### src/pdm_pkg.sv
package pdm_pkg;

  localparam int GainFracBitsDef = 8;
  localparam int MsPerSec        = 1000;
  localparam int SettleBand      = 16;

  localparam int DivWidth  = 49;
  localparam int DivorWidth = 10;

  localparam int         RecipShift = 34;
  localparam logic [24:0] RecipMul  =
    25'(((64'd1 << RecipShift) + 64'(MsPerSec) - 64'd1) / 64'(MsPerSec));

  localparam logic [2:0] CMD_TICK     = 3'd0;
  localparam logic [2:0] CMD_STRAIGHT = 3'd1;
  localparam logic [2:0] CMD_TURN     = 3'd2;
  localparam logic [2:0] CMD_WAIT     = 3'd3;
  localparam logic [2:0] CMD_STOP     = 3'd4;

  localparam logic [2:0] CFG_GAIN_P      = 3'd0;
  localparam logic [2:0] CFG_GAIN_I      = 3'd1;
  localparam logic [2:0] CFG_GAIN_D      = 3'd2;
  localparam logic [2:0] CFG_MOTOR_LIMIT = 3'd3;
  localparam logic [2:0] CFG_ACCEL_LIMIT = 3'd4;
  localparam logic [2:0] CFG_INT_LIMIT   = 3'd5;
  localparam logic [2:0] CFG_SETTLE_TIME = 3'd6;
  localparam logic [2:0] CFG_SETTLE_SPD  = 3'd7;

  typedef enum logic [1:0] {
    MODE_STOP     = 2'd0,
    MODE_STRAIGHT = 2'd1,
    MODE_TURN     = 2'd2,
    MODE_WAIT     = 2'd3
  } mode_e;

  typedef enum logic [3:0] {
    ST_IDLE, ST_DECODE, ST_INT_MUL, ST_INT_CLAMP, ST_P_MUL, ST_I_MUL, ST_D_MUL,
    ST_D_START, ST_D_WAIT, ST_SHAPE, ST_S_MUL, ST_S_START, ST_S_WAIT, ST_OUT
  } ctrl_state_e;

  typedef enum logic [3:0] {
    OP_NONE, OP_LOAD, OP_DECODE, OP_INT_MUL, OP_INT_CLAMP, OP_P_MUL, OP_I_MUL,
    OP_D_MUL, OP_D_START, OP_D_ACC, OP_SHAPE, OP_S_MUL, OP_S_START, OP_SLEW,
    OP_EMIT
  } dp_op_e;

  typedef struct packed {
    dp_op_e op;
  } dp_cmd_t;

  typedef struct packed {
    logic drive;
    logic dt_zero;
    logic div_done;
  } dp_status_t;

endpackage

### src/pid_drive_move_controller.sv
// Two-wheel drive move controller. Start commands arm a straight, turn or wait
// move; each tick item of a straight or turn move runs a clamped-integrator PID
// on left wheel travel, limits speed to the move and motor ceilings and to an
// acceleration slew, and returns wheel speeds (right negated for a turn) with
// the mode after the item. One result item per input item. A drive tick makes
// one pass through the bit-serial divider for the derivative term over
// elapsed time (49 iterations); the slew step over 1000 ms uses a reciprocal
// multiply. With zero elapsed time a drive tick skips the PID and the divider,
// and every other item goes from decode straight to output. A stalled result
// holds the next result back until the stall clears. Input items are taken one
// at a time; the next may enter while a result waits.
module pid_drive_move_controller #(
  parameter int GainFracBits = pdm_pkg::GainFracBitsDef
) (
  input  logic               clk_i,
  input  logic               rst_ni,
  input  logic               in_valid_i,
  output logic               in_stall_o,
  input  logic [2:0]         command_i,
  input  logic signed [31:0] position_i,
  input  logic signed [31:0] target_i,
  input  logic [14:0]        move_speed_limit_i,
  input  logic [7:0]         elapsed_ms_i,
  output logic               out_valid_o,
  input  logic               out_stall_i,
  output logic signed [15:0] left_speed_o,
  output logic signed [15:0] right_speed_o,
  output logic [1:0]         move_mode_o,
  input  logic               cfg_valid_i,
  output logic               cfg_ready_o,
  input  logic [2:0]         cfg_index_i,
  input  logic [30:0]        cfg_data_i
);
  import pdm_pkg::*;

  dp_cmd_t    dp_cmd;
  dp_status_t dp_status;

  assign cfg_ready_o = 1'b1;

  pdm_ctrl u_ctrl (
    .clk_i      (clk_i),
    .rst_ni     (rst_ni),
    .in_valid_i (in_valid_i),
    .in_stall_o (in_stall_o),
    .out_valid_o(out_valid_o),
    .out_stall_i(out_stall_i),
    .cmd_o      (dp_cmd),
    .status_i   (dp_status)
  );

  pdm_datapath #(
    .GainFracBits(GainFracBits)
  ) u_dp (
    .clk_i             (clk_i),
    .rst_ni            (rst_ni),
    .cmd_i             (dp_cmd),
    .status_o          (dp_status),
    .cfg_we_i          (cfg_valid_i && cfg_ready_o),
    .cfg_index_i       (cfg_index_i),
    .cfg_data_i        (cfg_data_i),
    .command_i         (command_i),
    .position_i        (position_i),
    .target_i          (target_i),
    .move_speed_limit_i(move_speed_limit_i),
    .elapsed_ms_i      (elapsed_ms_i),
    .left_speed_o      (left_speed_o),
    .right_speed_o     (right_speed_o),
    .move_mode_o       (move_mode_o)
  );

endmodule

### src/pdm_div.sv
module pdm_div #(
  parameter int DW = 49,
  parameter int VW = 10
) (
  input  logic          clk_i,
  input  logic          rst_ni,
  input  logic          start_i,
  input  logic [DW-1:0] dividend_i,
  input  logic [VW-1:0] divisor_i,
  output logic [DW-1:0] quotient_o,
  output logic          done_o
);

  localparam int CW = $clog2(DW + 1);

  logic [DW-1:0] dvd_q, dvd_d;
  logic [VW-1:0] rem_q, rem_d, dsr_q;
  logic [CW-1:0] cnt_q, cnt_d;
  logic          busy_q, busy_d;
  logic [VW:0]   rem_sh;
  logic          ge;

  always_comb begin
    rem_sh = {rem_q, dvd_q[DW-1]};
    ge     = rem_sh >= {1'b0, dsr_q};
    dvd_d  = dvd_q;
    rem_d  = rem_q;
    cnt_d  = cnt_q;
    busy_d = busy_q;
    if (start_i) begin
      dvd_d  = dividend_i;
      rem_d  = '0;
      cnt_d  = '0;
      busy_d = 1'b1;
    end else if (busy_q) begin
      rem_d = ge ? VW'(rem_sh - {1'b0, dsr_q}) : rem_sh[VW-1:0];
      dvd_d = {dvd_q[DW-2:0], ge};
      cnt_d = cnt_q + CW'(1);
      if (cnt_q == CW'(DW - 1)) begin
        busy_d = 1'b0;
      end
    end
  end

  always_ff @(posedge clk_i or negedge rst_ni) begin
    if (!rst_ni) begin
      busy_q <= 1'b0;
      cnt_q  <= '0;
    end else begin
      busy_q <= busy_d;
      cnt_q  <= cnt_d;
    end
  end

  always_ff @(posedge clk_i) begin
    dvd_q <= dvd_d;
    rem_q <= rem_d;
    if (start_i) begin
      dsr_q <= divisor_i;
    end
  end

  assign quotient_o = dvd_q;
  assign done_o     = !busy_q;

endmodule

### src/pdm_ctrl.sv
module pdm_ctrl (
  input  logic                clk_i,
  input  logic                rst_ni,
  input  logic                in_valid_i,
  output logic                in_stall_o,
  output logic                out_valid_o,
  input  logic                out_stall_i,
  output pdm_pkg::dp_cmd_t    cmd_o,
  input  pdm_pkg::dp_status_t status_i
);
  import pdm_pkg::*;

  ctrl_state_e state_q, state_d;
  logic        out_valid_q, out_valid_d;

  always_comb begin
    state_d = state_q;
    case (state_q)
      ST_IDLE: begin
        if (in_valid_i) state_d = ST_DECODE;
      end
      ST_DECODE: begin
        if (!status_i.drive) state_d = ST_OUT;
        else if (status_i.dt_zero) state_d = ST_SHAPE;
        else state_d = ST_INT_MUL;
      end
      ST_INT_MUL:   state_d = ST_INT_CLAMP;
      ST_INT_CLAMP: state_d = ST_P_MUL;
      ST_P_MUL:     state_d = ST_I_MUL;
      ST_I_MUL:     state_d = ST_D_MUL;
      ST_D_MUL:     state_d = ST_D_START;
      ST_D_START:   state_d = ST_D_WAIT;
      ST_D_WAIT: begin
        if (status_i.div_done) state_d = ST_SHAPE;
      end
      ST_SHAPE:     state_d = ST_S_MUL;
      ST_S_MUL:     state_d = ST_S_START;
      ST_S_START:   state_d = ST_S_WAIT;
      ST_S_WAIT:    state_d = ST_OUT;
      ST_OUT: begin
        if (!out_valid_q || !out_stall_i) state_d = ST_IDLE;
      end
      default: state_d = ST_IDLE;
    endcase
  end

  always_comb begin
    cmd_o.op    = OP_NONE;
    out_valid_d = out_valid_q && out_stall_i;
    case (state_q)
      ST_IDLE:      if (in_valid_i) cmd_o.op = OP_LOAD;
      ST_DECODE:    cmd_o.op = OP_DECODE;
      ST_INT_MUL:   cmd_o.op = OP_INT_MUL;
      ST_INT_CLAMP: cmd_o.op = OP_INT_CLAMP;
      ST_P_MUL:     cmd_o.op = OP_P_MUL;
      ST_I_MUL:     cmd_o.op = OP_I_MUL;
      ST_D_MUL:     cmd_o.op = OP_D_MUL;
      ST_D_START:   cmd_o.op = OP_D_START;
      ST_D_WAIT:    if (status_i.div_done) cmd_o.op = OP_D_ACC;
      ST_SHAPE:     cmd_o.op = OP_SHAPE;
      ST_S_MUL:     cmd_o.op = OP_S_MUL;
      ST_S_START:   cmd_o.op = OP_S_START;
      ST_S_WAIT:    cmd_o.op = OP_SLEW;
      ST_OUT: begin
        if (!out_valid_q || !out_stall_i) begin
          cmd_o.op    = OP_EMIT;
          out_valid_d = 1'b1;
        end
      end
      default: cmd_o.op = OP_NONE;
    endcase
  end

  always_ff @(posedge clk_i or negedge rst_ni) begin
    if (!rst_ni) begin
      state_q     <= ST_IDLE;
      out_valid_q <= 1'b0;
    end else begin
      state_q     <= state_d;
      out_valid_q <= out_valid_d;
    end
  end

  assign in_stall_o  = state_q != ST_IDLE;
  assign out_valid_o = out_valid_q;

endmodule

### src/pdm_datapath.sv
module pdm_datapath #(
  parameter int GainFracBits = pdm_pkg::GainFracBitsDef
) (
  input  logic                clk_i,
  input  logic                rst_ni,
  input  pdm_pkg::dp_cmd_t    cmd_i,
  output pdm_pkg::dp_status_t status_o,
  input  logic                cfg_we_i,
  input  logic [2:0]          cfg_index_i,
  input  logic [30:0]         cfg_data_i,
  input  logic [2:0]          command_i,
  input  logic signed [31:0]  position_i,
  input  logic signed [31:0]  target_i,
  input  logic [14:0]         move_speed_limit_i,
  input  logic [7:0]          elapsed_ms_i,
  output logic signed [15:0]  left_speed_o,
  output logic signed [15:0]  right_speed_o,
  output logic [1:0]          move_mode_o
);
  import pdm_pkg::*;

  localparam int ShiftAmt = GainFracBits - 4;

  logic [15:0] gain_p_q, gain_i_q, gain_d_q, accel_q, settle_time_q;
  logic [14:0] motor_lim_q, settle_spd_q;
  logic [30:0] int_lim_q;

  logic [2:0]         cmd_q;
  logic signed [31:0] pos_q, tgt_q;
  logic [14:0]        msl_q;
  logic [7:0]         dt_q;

  mode_e              mode_q;
  logic signed [31:0] start_q, tdist_q, integ_q, perr_q, wdur_q;
  logic [14:0]        cap_q;
  logic signed [15:0] pspd_q;
  logic [16:0]        stmr_q;
  logic               armed_q;
  logic [31:0]        wel_q;

  logic signed [33:0] diff_q;
  logic signed [31:0] err_q;
  logic signed [32:0] dlt_q;
  logic signed [50:0] prod_q;
  logic signed [51:0] acc_q;
  logic signed [16:0] spd_q;
  logic [14:0]        step_q;
  logic signed [15:0] res_l_q, res_r_q;
  logic signed [15:0] out_l_q, out_r_q;
  logic [1:0]         out_m_q;

  logic signed [33:0] travel, diff;
  logic signed [31:0] err_sat;
  logic signed [32:0] dlt;
  logic               drive;
  logic [32:0]        wsum;
  logic [31:0]        wnext;

  logic signed [33:0] mul_a;
  logic signed [16:0] mul_b;
  logic signed [50:0] prod_w;

  logic signed [51:0] isum, ilim;
  logic signed [31:0] inew;

  logic signed [51:0] shifted, capv, motv, c1, c2;
  logic [32:0]        dlt_abs;

  logic [DivWidth-1:0]   div_dvd, div_quo;
  logic [DivorWidth-1:0] div_dsr;
  logic                  div_start, div_done;

  logic [48:0]        sprod;

  logic signed [17:0] step, spd18, prev18, snew, sabs, pabs_lim, pabs;
  logic               in_band;
  logic [17:0]        tsum;
  logic [16:0]        tnext;
  logic               anext;

  always_comb begin
    travel  = {{2{pos_q[31]}}, pos_q} - {{2{start_q[31]}}, start_q};
    diff    = {{2{tdist_q[31]}}, tdist_q} - travel;
    if (diff > 34'sh07FFFFFFF) err_sat = 32'sh7FFFFFFF;
    else if (diff < -34'sh080000000) err_sat = 32'sh80000000;
    else err_sat = diff[31:0];
    dlt     = {err_sat[31], err_sat} - {perr_q[31], perr_q};
    drive   = (cmd_q == CMD_TICK) && (mode_q == MODE_STRAIGHT || mode_q == MODE_TURN);
    wsum    = {1'b0, wel_q} + {25'd0, dt_q};
    wnext   = wsum[32] ? 32'hFFFFFFFF : wsum[31:0];
  end

  always_comb begin
    dlt_abs = dlt_q[32] ? 33'(-dlt_q) : 33'(dlt_q);
    mul_a   = '0;
    mul_b   = '0;
    case (cmd_i.op)
      OP_INT_MUL: begin
        mul_a = {{2{err_q[31]}}, err_q};
        mul_b = {9'd0, dt_q};
      end
      OP_P_MUL: begin
        mul_a = {{2{err_q[31]}}, err_q};
        mul_b = {1'b0, gain_p_q};
      end
      OP_I_MUL: begin
        mul_a = {{2{integ_q[31]}}, integ_q};
        mul_b = {1'b0, gain_i_q};
      end
      OP_D_MUL: begin
        mul_a = {1'b0, dlt_abs};
        mul_b = {1'b0, gain_d_q};
      end
      OP_S_MUL: begin
        mul_a = {18'd0, accel_q};
        mul_b = {9'd0, dt_q};
      end
      default: begin
        mul_a = '0;
        mul_b = '0;
      end
    endcase
    prod_w = mul_a * mul_b;
  end

  always_comb begin
    isum = {{20{integ_q[31]}}, integ_q} + {prod_q[50], prod_q};
    ilim = {21'd0, int_lim_q};
    if (isum > ilim) inew = ilim[31:0];
    else if (isum < -ilim) inew = 32'(-ilim);
    else inew = isum[31:0];
  end

  always_comb begin
    shifted = acc_q >>> ShiftAmt;
    capv    = {37'd0, cap_q};
    motv    = {37'd0, motor_lim_q};
    if (shifted > capv) c1 = capv;
    else if (shifted < -capv) c1 = -capv;
    else c1 = shifted;
    if (c1 > motv) c2 = motv;
    else if (c1 < -motv) c2 = -motv;
    else c2 = c1;
  end

  always_comb begin
    div_start = cmd_i.op == OP_D_START;
    div_dvd   = prod_q[DivWidth-1:0];
    div_dsr   = {2'd0, dt_q};
    sprod     = prod_q[23:0] * RecipMul;
  end

  pdm_div #(
    .DW(DivWidth),
    .VW(DivorWidth)
  ) u_div (
    .clk_i     (clk_i),
    .rst_ni    (rst_ni),
    .start_i   (div_start),
    .dividend_i(div_dvd),
    .divisor_i (div_dsr),
    .quotient_o(div_quo),
    .done_o    (div_done)
  );

  always_comb begin
    step     = {3'd0, step_q};
    spd18    = {spd_q[16], spd_q};
    prev18   = {{2{pspd_q[15]}}, pspd_q};
    pabs     = prev18[17] ? -prev18 : prev18;
    sabs     = spd18[17] ? -spd18 : spd18;
    pabs_lim = pabs + step;
    if (sabs > pabs_lim) snew = (spd18 > 0) ? prev18 + step : prev18 - step;
    else snew = spd18;
    in_band  = (diff_q > -34'(SettleBand)) && (diff_q < 34'(SettleBand)) &&
               ((snew[17] ? -snew : snew) < {3'd0, settle_spd_q});
    tsum     = {1'b0, stmr_q} + {10'd0, dt_q};
    if (!in_band) begin
      anext = 1'b0;
      tnext = '0;
    end else if (!armed_q) begin
      anext = 1'b1;
      tnext = '0;
    end else begin
      anext = 1'b1;
      tnext = tsum[17] ? 17'h1FFFF : tsum[16:0];
    end
  end

  always_ff @(posedge clk_i or negedge rst_ni) begin
    if (!rst_ni) begin
      gain_p_q      <= 16'd3840;
      gain_i_q      <= 16'd38;
      gain_d_q      <= 16'd0;
      motor_lim_q   <= 15'd1280;
      accel_q       <= 16'd512;
      int_lim_q     <= 31'd1600;
      settle_time_q <= 16'd1000;
      settle_spd_q  <= 15'd38;
    end else if (cfg_we_i) begin
      case (cfg_index_i)
        CFG_GAIN_P:      gain_p_q      <= cfg_data_i[15:0];
        CFG_GAIN_I:      gain_i_q      <= cfg_data_i[15:0];
        CFG_GAIN_D:      gain_d_q      <= cfg_data_i[15:0];
        CFG_MOTOR_LIMIT: motor_lim_q   <= cfg_data_i[14:0];
        CFG_ACCEL_LIMIT: accel_q       <= cfg_data_i[15:0];
        CFG_INT_LIMIT:   int_lim_q     <= cfg_data_i;
        CFG_SETTLE_TIME: settle_time_q <= cfg_data_i[15:0];
        CFG_SETTLE_SPD:  settle_spd_q  <= cfg_data_i[14:0];
        default: ;
      endcase
    end
  end

  always_ff @(posedge clk_i or negedge rst_ni) begin
    if (!rst_ni) begin
      mode_q  <= MODE_STOP;
      start_q <= '0;
      tdist_q <= '0;
      cap_q   <= '0;
      integ_q <= '0;
      perr_q  <= '0;
      pspd_q  <= '0;
      stmr_q  <= '0;
      armed_q <= 1'b0;
      wel_q   <= '0;
      wdur_q  <= '0;
    end else begin
      case (cmd_i.op)
        OP_DECODE: begin
          case (cmd_q)
            CMD_STRAIGHT, CMD_TURN: begin
              mode_q  <= (cmd_q == CMD_STRAIGHT) ? MODE_STRAIGHT : MODE_TURN;
              tdist_q <= tgt_q;
              start_q <= pos_q;
              cap_q   <= msl_q;
              wel_q   <= '0;
              stmr_q  <= '0;
              armed_q <= 1'b0;
            end
            CMD_WAIT: begin
              mode_q <= MODE_WAIT;
              wdur_q <= tgt_q;
              wel_q  <= '0;
            end
            CMD_STOP: mode_q <= MODE_STOP;
            CMD_TICK: begin
              if (mode_q == MODE_WAIT) begin
                wel_q <= wnext;
                if ($signed({1'b0, wnext}) > $signed({wdur_q[31], wdur_q})) begin
                  mode_q <= MODE_STOP;
                end
              end
            end
            default: ;
          endcase
        end
        OP_INT_CLAMP: begin
          integ_q <= inew;
          perr_q  <= err_q;
        end
        OP_SLEW: begin
          pspd_q  <= snew[15:0];
          stmr_q  <= tnext;
          armed_q <= anext;
          if (anext && (tnext > {1'b0, settle_time_q})) begin
            mode_q <= MODE_STOP;
          end
        end
        default: ;
      endcase
    end
  end

  always_ff @(posedge clk_i) begin
    case (cmd_i.op)
      OP_LOAD: begin
        cmd_q <= command_i;
        pos_q <= position_i;
        tgt_q <= target_i;
        msl_q <= move_speed_limit_i;
        dt_q  <= elapsed_ms_i;
      end
      OP_DECODE: begin
        diff_q  <= diff;
        err_q   <= err_sat;
        dlt_q   <= dlt;
        acc_q   <= '0;
        res_l_q <= '0;
        res_r_q <= '0;
      end
      OP_INT_MUL, OP_P_MUL, OP_S_MUL: prod_q <= prod_w;
      OP_I_MUL: begin
        acc_q  <= {prod_q[50], prod_q};
        prod_q <= prod_w;
      end
      OP_D_MUL: begin
        acc_q  <= acc_q + {prod_q[50], prod_q};
        prod_q <= prod_w;
      end
      OP_D_ACC: begin
        if (dlt_q[32]) acc_q <= acc_q - {3'd0, div_quo};
        else acc_q <= acc_q + {3'd0, div_quo};
      end
      OP_SHAPE: spd_q <= c2[16:0];
      OP_S_START: step_q <= sprod[48:RecipShift];
      OP_SLEW: begin
        res_l_q <= snew[15:0];
        res_r_q <= (mode_q == MODE_TURN) ? 16'(-snew) : snew[15:0];
      end
      OP_EMIT: begin
        out_l_q <= res_l_q;
        out_r_q <= res_r_q;
        out_m_q <= mode_q;
      end
      default: ;
    endcase
  end

  assign status_o.drive    = drive;
  assign status_o.dt_zero  = dt_q == 8'd0;
  assign status_o.div_done = div_done;

  assign left_speed_o  = out_l_q;
  assign right_speed_o = out_r_q;
  assign move_mode_o   = out_m_q;

endmodule

### config.mk
export PLATFORM = sky130hd
export DESIGN_NAME = pid_drive_move_controller
export DESIGN_NICKNAME = d
export VERILOG_FILES = /design/src/pdm_pkg.sv /design/src/pid_drive_move_controller.sv /design/src/pdm_div.sv /design/src/pdm_ctrl.sv /design/src/pdm_datapath.sv
export SDC_FILE = /design/constraint.sdc
export NUM_CORES = 2
export LEC_CHECK = 0
export BUFFER_PORTS_ARGS = -buffer_cell sky130_fd_sc_hd__buf_2
export CORE_UTILIZATION = 55
export DETAILED_ROUTE_END_ITERATION = 12
export GPL_TIMING_DRIVEN = 0
export PLACE_DENSITY = 0.74
export SETUP_SLACK_MARGIN = 0.15
export SYNTH_ARGS = -nofsm -noshare
export SYNTH_HDL_FRONTEND = slang
export SYNTH_SLANG_ARGS = --single-unit
### constraint.sdc
create_clock -name clk_i -period 9.9 [get_ports clk_i]
set_input_delay 0.495 -clock clk_i [delete_from_list [all_inputs] [get_ports clk_i]]
set_output_delay 0.495 -clock clk_i [all_outputs]
set_load 0.01 [all_outputs]
Word level (Yosys, flattened, before mapping)
Cells that the tools add are included.
{"block": "totals", "regBits": 853, "elab_cells": 230, "in_bits": 129}
{"block": "op_classes", "multipliers": 2, "n_lt_le_gt_ge": 16, "addsub": 22, "n_eq_ne": 51, "n_mux": 58, "n_reduce_logical": 37}
{"op": "52-bit case mux with 4 select lines", "n": 1}
{"op": "32-bit 2-to-1 mux", "n": 6}
{"op": "52-bit 2-to-1 mux", "n": 3}
{"op": "34-bit case mux with 4 select lines", "n": 1}
{"op": "4-bit case mux with 14 select lines", "n": 2}
{"op": "52-bit less-than comparator", "n": 2}
{"op": "15-bit negation with 52-bit output", "n": 2}
{"op": "49-bit 2-to-1 mux", "n": 2}
{"op": "18-bit 2-to-1 mux", "n": 5}
{"op": "17-bit 2-to-1 mux", "n": 5}
{"op": "32-bit by 32-bit subtractor with 33-bit output", "n": 2}
{"op": "16-bit case mux with 2 select lines", "n": 2}
{"op": "16-bit case mux with 4 select lines", "n": 1}
{"op": "32-bit case mux with 2 select lines", "n": 1}
{"op": "32-bit by 51-bit adder with 52-bit output", "n": 1}
{"op": "52-bit by 49-bit adder with 52-bit output", "n": 1}
{"op": "52-bit adder", "n": 1}
{"op": "4-bit equality test (second input constant)", "n": 13}
{"op": "52-bit by 16-bit > comparator with 1-bit output", "n": 1}
{"op": "52-bit by 32-bit > comparator with 1-bit output", "n": 1}
{"op": "48-bit by 52-bit less-than comparator with 1-bit output", "n": 1}
{"op": "31-bit negation with 52-bit output", "n": 1}
{"op": "52-bit by 49-bit subtractor with 52-bit output", "n": 1}
{"op": "34-bit by 17-bit multiplier with 51-bit output", "n": 1}
{"op": "other kinds (64)", "n": 129}

Longest topological paths before layout
{"block": "depth", "word_depth": 14, "mapped_depth": 59, "ltp_nobuf": 56}

Modules after synthesis
A second synthesis with hierarchy kept.
{"block": "hier_totals", "cells_unflattened": 9258, "hier_area_um2": 87257.4}
{"module": "pdm_datapath", "instances": 1, "area_each_um2": 83183.5, "cells_per_inst": 8937}
{"module": "pdm_div", "instances": 1, "area_each_um2": 3656.0, "cells_per_inst": 266}
{"module": "pdm_ctrl", "instances": 1, "area_each_um2": 406.6, "cells_per_inst": 53}
{"module": "pid_drive_move_controller", "instances": 1, "area_each_um2": 11.3, "cells_per_inst": 2}

Worst setup path before layout
Ideal clock, no wire load.
{"block": "synth_path", "path_kind": "reg2reg", "from": "reg u_dp.pspd_q[15]", "to": "reg u_dp.mode_q[1]", "arrival_time_ns": 10.678, "stages_incl_launch_ff": 58, "path_slack_ns": -0.846, "synth_period_minus_slack_ns": 10.746, "required_time_ns": 9.832, "cell_sequence": "dfrtp_1 -> clkbuf_1 -> clkbuf_1 -> nand2_1 -> o21ai_0 -> inv_1 -> fa_1 -> nor2b_1 -> o21ai_0 -> a21oi_1 -> o21ai_0 -> a21oi_1 -> o21ai_0 -> a21oi_1 -> o21a_1 -> o21ai_0 -> a21boi_0 -> a211oi_1 -> (+22 left out) -> a21oi_1 -> o21ai_0 -> a311o_1 -> nor3_1 -> and3_1 -> ha_1 -> nor2b_1 -> o21a_1 -> o21a_1 -> o21a_1 -> o21a_1 -> o21a_1 -> o21ai_0 -> a211oi_1 -> o21ai_0 -> nand2_1 -> nand3_1 -> a32o_1"}
{"block": "synth_between", "elab_chain_cells": 14}
{"item": "from (decl)", "line": "pdm_datapath.sv:36", "text": "logic signed [15:0] pspd_q;"}
{"item": "from (signal assigned)", "line": "pdm_datapath.sv:263", "text": "pspd_q <= snew[15:0];"}
{"item": "16-bit negation with 18-bit output", "line": "pdm_datapath.sv:170", "text": "pabs = prev18[17] ? -prev18 : prev18;"}
{"item": "18-bit 2-to-1 mux", "line": "pdm_datapath.sv:170"}
{"item": "18-bit by 16-bit adder with 18-bit output", "line": "pdm_datapath.sv:172", "text": "pabs_lim = pabs + step;"}
{"item": "18-bit > comparator", "line": "pdm_datapath.sv:173", "text": "if (sabs > pabs_lim) snew = (spd18 > 0) ? prev18 + step : prev18 - step;"}
{"item": "18-bit 2-to-1 mux *", "line": "pdm_datapath.sv:173"}
{"item": "18-bit negation", "line": "pdm_datapath.sv:176", "text": "((snew[17] ? -snew : snew) < {3'd0, settle_spd_q});"}
{"item": "18-bit 2-to-1 mux *", "line": "pdm_datapath.sv:176"}
{"item": "18-bit by 15-bit less-than comparator with 1-bit output *", "line": "pdm_datapath.sv:176"}
{"item": "1-bit logical AND *", "line": "pdm_datapath.sv:175", "text": "in_band = (diff_q > -34'(SettleBand)) && (diff_q < 34'(SettleBand)) &&"}
{"item": "17-bit 2-to-1 mux", "line": "pdm_datapath.sv:178", "text": "if (!in_band) begin"}
{"item": "17-bit by 16-bit > comparator with 1-bit output", "line": "pdm_datapath.sv:266", "text": "if (anext && (tnext > {1'b0, settle_time_q})) begin"}
{"item": "1-bit logical AND *", "line": "pdm_datapath.sv:266"}
{"item": "2-bit by 1-bit inequality test with 1-bit output (no source line) *"}
{"item": "5-bit AND reduction (no source line) *"}
{"item": "to (signal assigned)", "line": "pdm_datapath.sv:233", "text": "mode_q <= (cmd_q == CMD_STRAIGHT) ? MODE_STRAIGHT : MODE_TURN;"}
{"item": "to (decl)", "line": "pdm_datapath.sv:33", "text": "mode_e mode_q;"}
Mark *: on every way between the ends. The rest lies on a longest branch, timed or not.
A chain may end at the register's enable or synchronous reset.

Worst setup path in the final report
{"block": "layout_path", "from": "reg u_dp.pspd_q[2]", "to": "reg u_dp.mode_q[0]"}
The elaborated chain is that of the path after synthesis.

==> reports/qor.csv <==
stage,metric,value,unit
placed_design,portBuffers,161,
sta,rsz0062_at_grt,yes,
routing,dr.pass1.iters,6,
die,ios,166,
routing,postRouteWirelength,277700,um
cts,cts_buffers,95,
setup_path,worstPathArrival,11.05,ns
routing,vias,72460,
placed_design,place.gp.congestion,1.042,
routing,wl_per_cell,23.24,um
routing,postRouteAntennaNets,0,
grt,grt_util_all_layers,34.65,%
sta,period_share,104.5,%
sta,drv_slew,0,
sta,timing.final.ws_setup,-0.4465,ns
routing,drc,0,
die,die_h,399.9,um
setup_path,crit_slowest_cell,dfrtp_2,
sta,skew,0.09608,ns
worst_hold_path,min_path_type,input pin to flip-flop,
power_and_ir_drop,p_total,0.009107,W
setup_path,critPathMaxStageDelay,0.43,ns
cts,numClockSinks,851,
placed_design,pre_cts_slack,-3.240,ns
die,initial_core_util,55.55,%
grt,overflow,0,
die,die_area,159900,sq um
sta,final-hold-violation-count,0,
cts,cts-root-buf,clkbuf_16,
yosys,synthArstFlopShare,46.53,%
die,fp.coreArea,156800,sq um
cts,htree_levels,3,
sta,fin_hold_ws,0.03636,ns
setup_path,critPathRequiredTime,10.60,ns
sta,setup_viol,2,
grt,grt_max_degree,125,
yosys,ys_types,94,
sta,slew_headroom,6.584,%
yosys,yosysWarnings,0,
setup_path,r2r_cells,55,
placed_design,dp_cells,11560,
yosys,netlist_instances,9313,
setup_path,critPathMaxFanout,5,
yosys,syn_area,87070,sq um
cells_and_area,fin_nets,11600,
sta,period_minus_slack,10.35,ns
yosys,synth_seq_cells,851,
cells_and_area,drive_gt1_share,10.33,%
worst_hold_path,holdCritStartpoint,cfg_data_i[23],
cts,cts_tree,yes,
routing,via_per_inst,6.065,
sta,tightest_slew,1.401,ns
setup_path,crit_type,flip-flop to flip-flop,
grt,antenna_found_initial,11,
yosys,ys_seq_area_share,26.99,%
die,rows,145,
setup_path,cp_common_cell,o21a_1,
setup_path,crit_family,simple AND/OR/NAND/NOR gates,
setup_path,r2r_start,u_dp.pspd_q[2],
setup_path,reg2reg_to,u_dp.mode_q[0],
power_and_ir_drop,leakage,43.19,nW
cts,clk_path_buf_depth,3,
job,cap_violations,0,
cells_and_area,final_cell_mix,"inv_1, nand2_1, ha_1",
setup_path,ff2ff_setup_slack,-0.45,ns
placed_design,dp_hpwl,217900,um
grt,grt_pass1_wl,422100,um
setup_path,cp.buffers_inverters,7,
yosys,synth-edff-count,445,
setup_path,cp-start-kind,flip-flop,
worst_hold_path,holdPathEnd,u_dp.int_lim_q[23],
cells_and_area,area_growth,11.79,%
sta,fmax,96.65,MHz
cells_and_area,final_common_cell,inv_1,
routing,drtIter0Drc,6768,
power_and_ir_drop,irDropWorstVdd,134.1,uV
setup_path,cp-end-kind,flip-flop,
yosys,syn_avg_cell_area,9.350,sq um
cts,cts.clk_slew.worst_paths,0.06,ns
run_status,outcome,finished with violations,
cells_and_area,fill_cells,12900,
die,die-width,399.9,um
power_and_ir_drop,power_density,93.56,nW/um^2
worst_hold_path,hold_depth,2,
grt,grt_pass1_vias,72960,
cells_and_area,layout.cells.non_filler,11950,
yosys,synth-main-ff-cell,edfxtp_1,
cts,clk_latency,0.79,ns
run_status,failed_checks,negative setup slack,
==> synth_stat cells, types with 20 or more instances <==
library cell	number	area share, %
a211oi_1	50	0.43
a21boi_0	26	0.22
a21o_1	222	1.9
a21oi_1	430	2.5
a221o_1	33	0.38
a221oi_1	25	0.25
a22o_1	40	0.40
a22oi_1	28	0.24
a31o_2	20	0.20
a31oi_1	53	0.38
and2_1	80	0.57
and3_1	73	0.52
buf_1	34	0.15
clkbuf_1	273	1.2
dfrtp_1	374	11
dfstp_2	22	0.66
edfxtp_1	445	15
fa_1	702	16
ha_1	964	14
inv_1	1230	5.3
mux2_2	211	2.7
mux2i_1	64	0.74
nand2_1	1025	4.4
nand2b_1	77	0.55
nand3_1	151	0.87
nand4_1	92	0.66
nor2_1	526	2.3
nor2b_1	103	0.74
nor3_1	174	1.0
nor4_1	78	0.56
o211ai_1	26	0.22
o21a_1	105	0.91
o21ai_0	565	3.2
o21bai_1	31	0.27
o31ai_1	51	0.44
o41ai_1	20	0.20
or3_1	60	0.43
xnor2_1	330	3.3
xor2_1	192	1.9
==> routing by layer <==
layer  vias up  GRT usage [%]  wire, um
met5         -         0.3027        78
met1     35600          44.64    110500
li1      32930              -         -
met2      3200          56.10    128200
met4         4          18.01     15860
met3       734          5.725     22930
==> worst max path at each step <==
stage | from | to | slack [ns] | cells past startpoint
2_1_floorplan | u_dp.pspd_q[15] | u_dp.mode_q[1] | 0.19 | 57
3_3_place_gp | u_dp.pspd_q[15] | u_dp.mode_q[1] | -3.27 | 56
3_5_place_dp | u_dp.pspd_q[15] | u_dp.mode_q[0] | -3.24 | 56
4_1_cts | u_dp.pspd_q[3] | u_dp.mode_q[0] | 0.03 | 54
5_1_grt | u_dp.pspd_q[15] | u_dp.mode_q[0] | -0.83 | 59
6_report | u_dp.pspd_q[2] | u_dp.mode_q[0] | -0.45 | 55
==> timing repair <==
action	CTS	global route
buffers inserted	75	36
setup endpoints to repair	71	48
hold buffers	96	0
pin swaps	70	70
gates resized for setup	193	161
hold endpoints to repair	146	0
==> cells by family after synthesis <==
kind of cell	count (synthesis)	synth area share, %
flops	851	26.99
xor+xnor	522	5.251
mux	275	3.465
compound gates	1890	13.89
fa+ha+maj	1666	29.99
simple gates	2546	13.60
other cells	2	0.008625
buf+inv	1561	6.805
==> flip-flops by register name, indices dropped and copies added (netlist names), 33 cells and up <==
signal,cells
u_dp.acc_q,52
u_dp.prod_q,51
u_dp.u_div.quotient_o,49
u_dp.diff_q,34
u_dp.dlt_q,33
==> metrics by stage <==
| step | area (sq um) | utilization (%) | setup TNS, ns |
|---|---|---|---|
| after global routing | 97330 | 62.09 | -1.662 |
| after CTS | 96580 | 61.61 | 0 |
| after global placement | 90520 | 57.75 | -80.21 |
| after detailed placement | 90930 | 58.01 | -70.45 |
| after floorplan | 87140 | - | 0 |
| final | 97340 | 62.10 | -0.8668 |
==> worst reg2reg max path: cells and delay by family (launching register included) <==
kind	cells	cell delay [ns]
buffers and inverters	7	1.00
adder cells (fa/ha/maj)	5	1.35
flip-flops	1	0.43
AND/OR/NAND/NOR	23	3.88
AO/OA/AOI/OAI	18	3.41
XOR/XNOR	2	0.26
==> where the power goes <==
group          total, W  switching (W)  internal [W]
clock           0.00387        0.00166       0.00222
sequential      0.00414       0.000203       0.00394
combinational   0.00109       0.000588      0.000503
total           0.00911        0.00245       0.00666
==> layout make-up <==
cell class	count	area, sq um	share of cell area [%]
diodes	4	10.01	0.01028
clock inverters	56	723.2	0.7430
clock buffers	124	2731	2.806
multi-input cells	6902	58660	60.26
plain buffers	331	1519	1.561
inverters	1230	4622	4.748
flip-flops and latches	851	23500	24.15
well taps	2058	2575	2.645
repair buffers	391	2995	3.077
Power figures use the tool's default switching activity.
